**config.mk**
```make
export PLATFORM = sky130hd
export DESIGN_NAME = ple_cell
export DESIGN_NICKNAME = d
export VERILOG_FILES = /design/src/hdl/ple_pkg.sv /design/src/hdl/ple_cell.sv
export SDC_FILE = /design/constraint.sdc
export NUM_CORES = 1
export LEC_CHECK = 0
export ABC_AREA = 1
export BUFFER_PORTS_ARGS = -buffer_cell sky130_fd_sc_hd__buf_2
export CAP_MARGIN = 10
export CORE_AREA = 5 5 201 203
export DETAILED_ROUTE_END_ITERATION = 8
export DIE_AREA = 0 0 206 208
export GPL_TIMING_DRIVEN = 0
export RECOVER_POWER = 25
export SETUP_SLACK_MARGIN = 0.02
export SLEW_MARGIN = 40
export SYNTH_ARGS = -nofsm -noshare
export SYNTH_HDL_FRONTEND = slang
export SYNTH_SLANG_ARGS = --single-unit
```
**constraint.sdc**
```tcl
create_clock -name clk -period 19.7 [get_ports clk]
set_input_delay 1.97 -clock clk [delete_from_list [all_inputs] [get_ports clk]]
set_output_delay 1.97 -clock clk [all_outputs]
set_load 0.02 [all_outputs]
```
**src/hdl/ple_pkg.sv**
```systemverilog
// Shared types, codes and defaults for the positional list engine.
`timescale 1ns / 1ps
`default_nettype none
package ple_pkg;

  localparam int CAPACITY_DEF      = 32;
  localparam int KEY_WIDTH_DEF     = 64;
  localparam int PAYLOAD_WIDTH_DEF = 64;

  localparam int REQ_W    = 3;
  localparam int POS_W    = 5;
  localparam int DATA_W   = 64;
  localparam int STATUS_W = 2;
  localparam int COUNT_W  = 6;

  typedef enum logic [REQ_W-1:0] {
    REQ_INSERT = 3'd0,
    REQ_DELETE = 3'd1,
    REQ_GET    = 3'd2,
    REQ_UPDATE = 3'd3,
    REQ_FIND   = 3'd4
  } req_kind_t;

  typedef enum logic [STATUS_W-1:0] {
    ST_OK       = 2'd0,
    ST_FULL     = 2'd1,
    ST_RANGE    = 2'd2,
    ST_NOTFOUND = 2'd3
  } status_t;

  typedef enum logic [1:0] {
    CELL_HOLD   = 2'd0,
    CELL_INSERT = 2'd1,
    CELL_DELETE = 2'd2,
    CELL_WRITE  = 2'd3
  } cell_op_t;

  typedef struct packed {
    logic [REQ_W-1:0]  req_type;
    logic [POS_W-1:0]  position;
    logic              at_end;
    logic [DATA_W-1:0] item_key;
    logic [DATA_W-1:0] item_payload;
  } req_item_t;

  typedef struct packed {
    logic [STATUS_W-1:0] status;
    logic [POS_W-1:0]    result_position;
    logic [DATA_W-1:0]   key_out;
    logic [DATA_W-1:0]   payload_out;
    logic [COUNT_W-1:0]  count_out;
    logic                list_empty;
  } rsp_item_t;

  // Broadcast from the sequencer to every cell.
  typedef struct packed {
    cell_op_t          op;
    logic [DATA_W-1:0] key;
    logic [DATA_W-1:0] payload;
  } cell_ctrl_t;

endpackage
`default_nettype wire

```
**src/hdl/ple_cell.sv**
```systemverilog
// One list slot: holds an entry, shifts with its neighbors, compares its key.
`timescale 1ns / 1ps
`default_nettype none
module ple_cell #(
  parameter int INDEX         = 0,
  parameter int CMP_W         = 6,
  parameter int KEY_WIDTH     = 64,
  parameter int PAYLOAD_WIDTH = 64
) (
  input  wire                      clk,
  input  ple_pkg::cell_ctrl_t      ctrl,
  input  wire [CMP_W-1:0]          tgt,
  input  wire [CMP_W-1:0]          cnt,
  input  wire [KEY_WIDTH-1:0]      left_key,
  input  wire [PAYLOAD_WIDTH-1:0]  left_payload,
  input  wire [KEY_WIDTH-1:0]      right_key,
  input  wire [PAYLOAD_WIDTH-1:0]  right_payload,
  output logic [KEY_WIDTH-1:0]     key,
  output logic [PAYLOAD_WIDTH-1:0] payload,
  output logic                     match
);
  import ple_pkg::*;

  localparam logic [CMP_W-1:0] MY_IDX    = CMP_W'(INDEX);
  localparam logic [CMP_W-1:0] MY_IDX_P1 = CMP_W'(INDEX + 1);

  logic [KEY_WIDTH-1:0]     key_next;
  logic [PAYLOAD_WIDTH-1:0] payload_next;

  always_comb begin
    key_next     = key;
    payload_next = payload;
    case (ctrl.op)
      CELL_INSERT: begin
        if (MY_IDX == tgt) begin
          key_next     = ctrl.key[KEY_WIDTH-1:0];
          payload_next = ctrl.payload[PAYLOAD_WIDTH-1:0];
        end else if (MY_IDX > tgt && MY_IDX <= cnt) begin
          key_next     = left_key;
          payload_next = left_payload;
        end
      end
      CELL_DELETE: begin
        if (MY_IDX >= tgt && MY_IDX_P1 < cnt) begin
          key_next     = right_key;
          payload_next = right_payload;
        end
      end
      CELL_WRITE: begin
        if (MY_IDX == tgt) begin
          key_next     = ctrl.key[KEY_WIDTH-1:0];
          payload_next = ctrl.payload[PAYLOAD_WIDTH-1:0];
        end
      end
      default: begin
      end
    endcase
  end

  always_ff @(posedge clk) begin
    key     <= key_next;
    payload <= payload_next;
    // Only live entries may report a hit.
    match   <= (key == ctrl.key[KEY_WIDTH-1:0]) && (MY_IDX < cnt);
  end

endmodule
`default_nettype wire

```
==> run metrics, run 1 <==
first-pass detailed-route iteration total 7; Synth area leaders edfxtp_1 (43%), nand3_1 (18%), inv_1 (7.9%); Max Cap Viol 0; Initial Util 0.236; Die Span Y 208 microns; Post-synth EDFFs 128; share of layout cells above drive strength 1 0.290; DR vias/cell 4.90; CP max FO 15; Critical Path RT 19.85 ns; VDD IR-drop max 0.0000588 V; DR WL/cell 20.8 microns; Slew Viols, Final 0; Static Leakage 5.94 nW; FFs w/ async S/R, synth 0; slew margin rel. 0.276; H-tree level count 4; Reg2Reg Depth 7; critical path class in -> reg; combinational share of power 0.185; root buf cell clkbuf_16; TritonCTS clock tree yes; Int Power 0.000580 W; FILL cells 4210; # setup viols final 0; most numerous cell in the Yosys netlist nand3_1; FP Rows 72; multi-input logic area 4020 sq um; Final Wtd Congestion 0.927; status finished, final reports clean; vias in the first global route 10.9k; Non-Filler Instances 2299; total wire length 47900 microns; Mapped Area 9040 sq um; min Tclk post-route 4.14 ns; final setup skew 0.0112 ns; Iter 0 DRT Violations 732; # port buffers 526; CTS clk-pin slew, worst paths 0.07 ns; Yosys top cell by area edfxtp_1; post-synth net total 1608; io pins 528; nets@finish 2162; final hold violation count 0; clk buf depth 2; syn_area_per_cell 7.48 sq um; crit path DAT 4.28 ns; Mapped Cells 1209; Post-DRT Antenna Nets 0; Synth cell types 22; post-synthesis sequential area ratio 0.427; worst-margin pin slew 1.09 ns; Die X 206 microns; final critical-path share of the clock period 0.210; die footprint 42800 sq um; Yosys top cell area share 0.425; RSZ-0062 raised after global routing false; Net Sw Power 0.000228 W; YS warnings 0; critical path launch point type input pin; Clock Power Share 0.432; initial antenna violation count 12; fmax 0.242 GHz; Synth-to-Final Area Change 43.9%; CTS Buf Count 17; Post-Place Cells 2262; GRT Residual Overflow 0; Vias 11.3k; Total GRT Usage 0.213; final hold slack 0.746 ns; Synth top cells by count nand3_1 (331), inv_1 (191), a21oi_1 (129), edfxtp_1 (128), o21ai_1 (120); Critical Path End Type flip-flop; first-pass GRT wire length 68800 microns; Remaining DRCs 0; total core area 38300 sq um; # clock sinks 129; hold buffers post-CTS 0; Net Sw Frac 0.282; fin util 0.340; Post-CTS Setup Inserts 0; DP HPWL 37600 microns; Hold Path Stages 5; setup TNS 0 ns; number of synthesized register bits 129; Worst-Skew Late Latency 0.44 ns; Hold Crit Class reg -> reg; register area 3860 sq um; CTS resizes 0; largest net degree at the start of global routing 17; register share of total power 0.383; pwr/cell area 62.1 nW/um^2; main flop type after synthesis edfxtp_1
## power by group through the flow
stage | Clock (W) | Sequential [W] | Combinational [W]
CTS | 0.000360 | 0.000309 | 0.000149
finish | 0.000349 | 0.000309 | 0.000149
floorplan | 0 | 0.000319 | 0.0000658
global placement | 0 | 0.000316 | 0.000146
detailed placement | 0 | 0.000315 | 0.000149
global route | 0.000369 | 0.000309 | 0.000164
## layout make-up
| class | count | share of cell area |
|---|---|---|
| antenna | 5 | 0.000962 |
| clock inverter | 15 | 0.0147 |
| buffer | 95 | 0.0320 |
| clock buffer | 17 | 0.0327 |
| multi-input combinational | 794 | 0.309 |
| inverter | 191 | 0.0551 |
| sequential | 129 | 0.297 |
| timing repair buffer | 535 | 0.208 |
| tap | 518 | 0.0498 |
## critical path: stages
cell     delay [ns]
buf_2          0.12
buf_2          0.38
buf_2          0.35
nand2_1        0.20
a21oi_4        0.50
buf_16         0.22
buf_8          0.17
buf_16         0.17
buf_8          0.18
## placed cells by master, fill, tap and decap left out, drive strengths merged
cell,count
xor2,5
edfxtp,128
diode,5
nor3,1
buf,486
bufinv,4
inv,192
xnor2,29
o21ai,132
nor2,27
nand3,332
dfxtp,1
a21oi,129
clkinv,7
o211ai,28
clkbuf,161
clkinvlp,3
nand4,4
o22ai,1
nand2,106
## metrics by stage
step           cell area (sq um)  worst slack [ns]  total power (W)
4_1_cts                    13100             15.49         0.000818
3_5_place_dp               12500             15.01         0.000464
2_1_floorplan               9040             10.36         0.000384
6_report                   13000             15.57         0.000808
5_1_grt                    13000             15.39         0.000843
3_3_place_gp               12300              5.56         0.000462
## routing by layer
layer	part of all wire	wire, microns	track usage
met3	0.10	4820	0.0687
met4	0.028	1320	0.0709
met2	0.47	22400	0.340
met1	0.40	19300	0.272
met5	0.0015	72	0
## worst paths after layout
check                           startpoint           to  slack, ns
worst min register to register     key[24]        match       0.75
worst max-delay path             ctrl[129]  payload[22]      15.57
worst min-delay path               key[24]        match       0.75
worst max register to register     key[32]        match      18.06
## kinds of logic (layout without fill, tap and decap cells)
kind of cell           Yosys count  count (layout)  share of synthesized area
AO/OA/AOI/OAI                  290             290                      0.168
AND/OR/NAND/NOR                470             470                      0.243
flip-flops                     129             129                      0.427
XOR/XNOR                        34              34                     0.0329
other                            0               5                          0
buffers and inverters          286             853                      0.128
## registers in the layout, indices dropped and copies added (netlist names)
| register | cells |
|---|---|
| key | 64 |
| match | 1 |
| payload | 64 |
Power figures use the tool's default switching activity.
==> inputs of run 2 (changes only) <==
--- a/config.mk
+++ b/config.mk
@@ -5,12 +5,12 @@
 export SDC_FILE = /design/constraint.sdc
 export NUM_CORES = 1
 export LEC_CHECK = 0
-export ABC_AREA = 1
+export ABC_AREA = 0
 export BUFFER_PORTS_ARGS = -buffer_cell sky130_fd_sc_hd__buf_2
 export CAP_MARGIN = 10
-export CORE_AREA = 5 5 201 203
+export CORE_AREA = 5 5 203 205
 export DETAILED_ROUTE_END_ITERATION = 8
-export DIE_AREA = 0 0 206 208
+export DIE_AREA = 0 0 208 210
 export GPL_TIMING_DRIVEN = 0
 export RECOVER_POWER = 25
 export SETUP_SLACK_MARGIN = 0.02
==> constraint.sdc (replaced) <==
create_clock -name clk -period 4.1 [get_ports clk]
set_input_delay 0.41 -clock clk [delete_from_list [all_inputs] [get_ports clk]]
set_output_delay 0.41 -clock clk [all_outputs]
set_load 0.02 [all_outputs]
==> run 2 against run 1 <==
Die area rose by 1.9%. Hold slack got worse by 0.47 ns. Flip-flop and latch count did not move. Clock power rose to 4.9 times the previous value. Worst setup slack got worse by 14 ns. Utilization fell by 1.5 points. Highest routed layer unchanged.
==> run metrics, run 2 <==
Critical Path End Type flip-flop; CP max stage delay 0.37 ns (-0.13 ns); final critical-path share of the clock period 0.612; Non-Filler Instances 1889 (-18%); DP HPWL 33200 microns (-12%); Critical Path Sink payload[3]; r2r startpoint key[24]; Post-Place Cells 1857 (-18%); Slowest-stage cell, CP nor2_4; Final Instance Area 12800 sq um (-2.0%); biggest registers after layout key: 64 flops, payload: 64 flops, match: 1 flops; Iter 0 DRT Violations 432 (-41%); final hold violation count 0 (unchanged); initial antenna violation count 2 (-10); Post-CTS Setup Inserts 0 (unchanged); critical path class in -> reg; met2 Use GR 0.316 (-0.0234); Remaining DRCs 0 (unchanged); number of synthesized register bits 129 (unchanged); Post-synth EDFFs 128 (unchanged); Synth top cells by count nor2_1 (130), a21oi_1 (128), edfxtp_1 (128), mux2i_1 (127), mux2_2 (125); clk buf depth 2 (unchanged); Worst-Skew Late Latency 0.46 ns (+0.02 ns); RSZ-0062 raised after global routing false; GRT busiest layer met2; CTS resizes 0 (unchanged); Initial Util 0.223 (-0.0134); Post-DP Area 12200 sq um (-2.3%); most numerous cell in the Yosys netlist nor2_1; worst-margin pin slew 0.824 ns (-0.262 ns); most frequent cells in the layout buf_2 (444), nor2_1 (129), a21oi_1 (128), edfxtp_1 (128), mux2i_1 (127); first-pass GRT wire length 58400 microns (-15%); worst-path cell chain buf_2 > nor4_1 > nand2_1 > buf_4 > buf_6 > nor2_4 > buf_16 > buf_16 > buf_8 > buf_16; Die X 208 microns (+0.97%); # port buffers 525 (-0.19%); H-tree level count 4 (unchanged); Synth area leaders edfxtp_1 (44%), mux2_2 (16%), mux2i_1 (15%); Yosys top cell by area edfxtp_1; final setup skew 0.00806 ns (-0.00312 ns); Critical Path RT 4.26 ns (-15.59 ns); first-pass detailed-route iteration total 5 (-2); Vias 8600 (-24%); CP max FO 16 (+1); FFs w/ async S/R, synth 0 (unchanged); most common cell after layout, fill and taps aside buf_2; pwr/cell area 305 nW/um^2 (+390%); critical path launch point type input pin; vias in the first global route 9193 (-16%); die footprint 43700 sq um (+1.9%); Hold Crit Class in -> reg; FILL cells 4109 (-2.4%); slew margin rel. 0.451 (+0.175); Total GRT Usage 0.178 (-0.0344); most frequent CP cell buf_16; R2R setup slack 2.18 ns (-15.88 ns); fmax 0.399 GHz; TritonCTS clock tree yes; Static Leakage 5.57 nW (-6.2%); DR vias/cell 4.55 (-7.1%); total wire length 40800 microns (-15%); DR WL/cell 21.6 microns (+3.6%); io pins 528 (unchanged); min Tclk post-route 2.51 ns; Final Wtd Congestion 0.938 (+1.2%); crit path DAT 2.67 ns (-1.61 ns); Max Cap Viol 0 (unchanged); Synth-to-Final Area Change 45.8%; root buf cell clkbuf_16; main flop type after synthesis edfxtp_1; nets@finish 1750 (-19%); Mapped Area 8750 sq um (-3.2%); largest net degree at the start of global routing 21 (+4); YS warnings 0 (unchanged); Reg2Reg Depth 5 (-2); total core area 39300 sq um (+2.6%); met3 usage 0.0512 (-0.0175); Slew Viols, Final 0 (unchanged); share of layout cells above drive strength 1 0.459 (+0.169); status finished, final reports clean; CP Launch Point tgt[0]; VDD IR-drop max 0.000292 V (+400%); hold buffers post-CTS 0 (unchanged); Die Span Y 210 microns (+0.96%); syn_area_per_cell 10.9 sq um (+46%); Mapped Cells 799 (-34%); post-synth net total 1198 (-25%); GRT Residual Overflow 0 (unchanged); Post-DRT Antenna Nets 0 (unchanged); CTS clk-pin slew, worst paths 0.06 ns (about the same); grt met1 use 0.206 (-0.0652); # clock sinks 129 (unchanged); FP Rows 73 (+1.4%); post-synthesis sequential area ratio 0.442 (+0.0143); # setup viols final 0 (unchanged); Yosys top cell area share 0.439 (+0.0142); CTS Buf Count 17 (unchanged); Synth cell types 27 (+23%); r2r endpoint match; Inserted Diodes 0 (-5)
## run 2: cell families after synthesis
kind of cell    count (synthesis)  synth area share
xor+xnor                       60            0.0601
flops                         129             0.442
simple gates                  159            0.0757
compound gates                137            0.0802
buf+inv                        62            0.0360
mux                           252             0.306
## run 2: final cells by class
type	count	area, sq um	share of cell area
Multi-Input combinational cell	608	4590	0.360
Sequential cell	129	3860	0.303
Timing Repair Buffer	533	2680	0.210
Tap cell	525	657	0.0515
Clock buffer	17	425	0.0334
Buffer	58	309	0.0242
Clock inverter	15	216	0.0170
Inverter	4	15.0	0.00118
## run 2: report_power, final
group	switching [W]	total, W	internal [W]	leakage, nW
clock network	0.000643	0.00172	0.00107	0.304
logic	0.000361	0.000692	0.000331	4.07
registers	0.00000593	0.00148	0.00148	1.20
total	0.00101	0.00389	0.00288	5.57
## run 2: worst min-delay path by stage
stage                startpoint  slack, ns  cells after the start          end
3_3_place_gp   left_payload[62]       0.72                      3  payload[62]
5_1_grt        left_payload[62]       0.28                      3  payload[62]
3_5_place_dp   left_payload[62]       0.74                      3  payload[62]
4_1_cts        left_payload[62]       0.23                      3  payload[62]
2_1_floorplan          ctrl[62]       0.61                      2  payload[62]
6_report       left_payload[62]       0.28                      3  payload[62]
## run 2: layer usage
metal / vias to the layer above / share of wire / wire length (microns)
met4: 2 / 0.026 / 1060
met1: 4108 / 0.40 / 16300
met5: - / 0.00032 / 13
met2: 399 / 0.50 / 20500
met3: 45 / 0.071 / 2920
li1: 4046 / - / -
## run 2: critical path: cells and delay by family
| kind | cells | cell delay, ns |
|---|---|---|
| AND/OR/NAND/NOR | 3 | 0.88 |
| buffers and inverters | 7 | 1.33 |
## run 2: per-stage QoR
step           utilization  TNS, ns  hold slack, ns  setup slack [ns]  power, W
6_report             0.325        0           0.277              1.59   0.00389
5_1_grt              0.325        0           0.277              1.37   0.00406
4_1_cts              0.328        0           0.234              1.50   0.00395
3_5_place_dp         0.311        0           0.735              1.00   0.00221
3_3_place_gp         0.307  -180.49           0.719             -1.43   0.00219
2_1_floorplan            -        0           0.609             0.631   0.00185
==> inputs of run 3 (changes only) <==
==> constraint.sdc (replaced) <==
create_clock -name clk -period 2.2 [get_ports clk]
set_input_delay 0.22 -clock clk [delete_from_list [all_inputs] [get_ports clk]]
set_output_delay 0.22 -clock clk [all_outputs]
set_load 0.02 [all_outputs]
==> run 3 against run 2 <==
Register-to-register slack worse by 1.8 ns. Flip-flop and latch count unchanged. Utilization down 0.29 points. Worst setup slack worse by 1.4 ns. First-iteration DRC count up 17%. Count of clock-buffer cells in the layout up 4. Clock power up 52%. Global-route usage up 0.12 points. Sequential share of layout area up 0.28 points. Combinational power up 86%. Critical path type unchanged. Highest routed layer unchanged.
==> run metrics, run 3 (synthesis gave the netlist of run 2 again) <==
final hold slack 0.0564 ns (-0.220 ns); total core area 39300 sq um (unchanged); Die Span Y 210 microns (unchanged); Slowest-stage cell, CP nor4_4; VDD IR-drop max 0.000561 V (+92%); die footprint 43700 sq um (unchanged); slew margin rel. 0.431 (-0.0193); DR WL/cell 21.8 microns (+0.87%); Critical Path RT 2.35 ns (-1.91 ns); Critical Path End Type flip-flop; fmax 0.489 GHz; min Tclk post-route 2.05 ns; final critical-path share of the clock period 0.930; vias in the first global route 8947 (-2.7%); Remaining DRCs 0 (unchanged); FP Rows 73 (unchanged); initial antenna violation count 1 (-1); first-pass detailed-route iteration total 5 (unchanged); Hold Crit Class in -> reg; worst-path cell chain buf_2 > nor4_4 > nand2_2 > buf_6 > buf_6 > nor2_4 > buf_16 > buf_16 > buf_8 > buf_8; Slew Viols, Final 0 (unchanged); nets@finish 1751 (+0.057%); Post-DP Area 12200 sq um (about the same); Worst-Skew Late Latency 0.45 ns (about the same); Post-Place Cells 1856 (-0.054%); GRT Residual Overflow 0 (unchanged); Final Instance Area 12600 sq um (-0.90%); RSZ-0062 raised after global routing false; worst-margin pin slew 0.853 ns (+0.0289 ns); most common cell after layout, fill and taps aside buf_2; hold buffers post-CTS 0 (unchanged); final hold violation count 0 (unchanged); share of layout cells above drive strength 1 0.456 (-0.00333); DP HPWL 33500 microns (+0.76%); Non-Filler Instances 1888 (-0.053%); Iter 0 DRT Violations 507 (+17%); setup ws final 0.154 ns (-1.44 ns); DR vias/cell 4.55 (about the same); total wire length 41100 microns (+0.82%); Vias 8590 (-0.12%); largest net degree at the start of global routing 21 (unchanged); DP Worst Slack -0.761 ns (-1.76 ns); WP buf/inv 7 (unchanged); Synth-to-Final Area Change 44.5%; TritonCTS clock tree yes; Initial Util 0.223 (unchanged); Static Leakage 5.52 nW (-0.83%); root buf cell clkbuf_16; crit path DAT 2.20 ns (-0.47 ns); biggest registers after layout key: 64 flops, payload: 64 flops, match: 1 flops; CTS Buf Count 17 (unchanged); Inserted Diodes 0 (unchanged); io pins 528 (unchanged); Die X 208 microns (unchanged); status finished, final reports clean; H-tree level count 4 (unchanged); Final Wtd Congestion 0.923 (-1.6%); critical path class in -> reg; # clock sinks 129 (unchanged); fin util 0.322 (-0.00293); CP max stage delay 0.27 ns (-0.10 ns); CTS clk-pin slew, worst paths 0.06 ns (about the same); # port buffers 525 (unchanged); # setup viols final 0 (unchanged); Total GRT Usage 0.179 (+0.00119); final setup skew 0.00587 ns (-0.00218 ns); most frequent cells in the layout buf_2 (443), nor2_1 (129), a21oi_1 (128), edfxtp_1 (128), mux2i_1 (127); Post-DRT Antenna Nets 0 (unchanged); pwr/cell area 529 nW/um^2 (+73%); Max Cap Viol 0 (unchanged); clk buf depth 2 (unchanged); family with the most delay on the worst path buffers and inverters; CP max FO 20 (+4); first-pass GRT wire length 58100 microns (-0.54%); critical path launch point type input pin
-- run 3: per-layer routing --
layer | track usage | vias to the layer above | routed length (microns)
met2 | 0.310 | 424 | 20300
met4 | 0.0698 | 2 | 1250
met5 | 0 | - | 13
met3 | 0.0595 | 45 | 3230
met1 | 0.207 | 4069 | 16300
li1 | - | 4050 | -
-- run 3: power by group --
part | leakage (nW) | internal [W] | switching, W | total [W]
logic | 4.08 | 0.000617 | 0.000675 | 0.00129
registers | 1.20 | 0.00276 | 0.0000110 | 0.00277
clock network | 0.249 | 0.00151 | 0.00111 | 0.00262
total | 5.52 | 0.00489 | 0.00180 | 0.00668
-- run 3: layout make-up --
| class | instances | area [sq um] |
|---|---|---|
| well taps | 525 | 657 |
| clock inverters | 9 | 68.8 |
| flip-flops and latches | 129 | 3860 |
| repair buffers | 534 | 2680 |
| inverters | 4 | 15.0 |
| fillers | 4186 | 26600 |
| plain buffers | 58 | 315 |
| clock buffers | 21 | 440 |
| multi-input cells | 608 | 4600 |
-- run 3: per-stage QoR --
stage | total power, W | TNS [ns]
2_1_floorplan | 0.00345 | -125.26
3_3_place_gp | 0.00410 | -382.29
3_5_place_dp | 0.00412 | -48.47
4_1_cts | 0.00678 | 0
5_1_grt | 0.00696 | 0
6_report | 0.00668 | 0
-- run 3: final timing paths --
check / cells after the start / from / to / slack (ns)
worst max register to register: 5 / key[61] / match / 0.34
worst min register to register: 4 / key[23] / match / 0.76
worst min-delay path: 3 / ctrl[62] / payload[62] / 0.06
worst max-delay path: 10 / tgt[0] / payload[19] / 0.15
-- run 3: tightest hold or removal path: stages --
cell and delay [ns]:
buf_2 0.08, nand2_1 0.04, nand3_1 0.06
-- run 3: repair_timing --
action	4_1_cts	5_1_grt
endpoints found under the hold margin	0	0
gates resized for setup	1	0
setup buffers	2	0
endpoints found under the setup margin	55	0
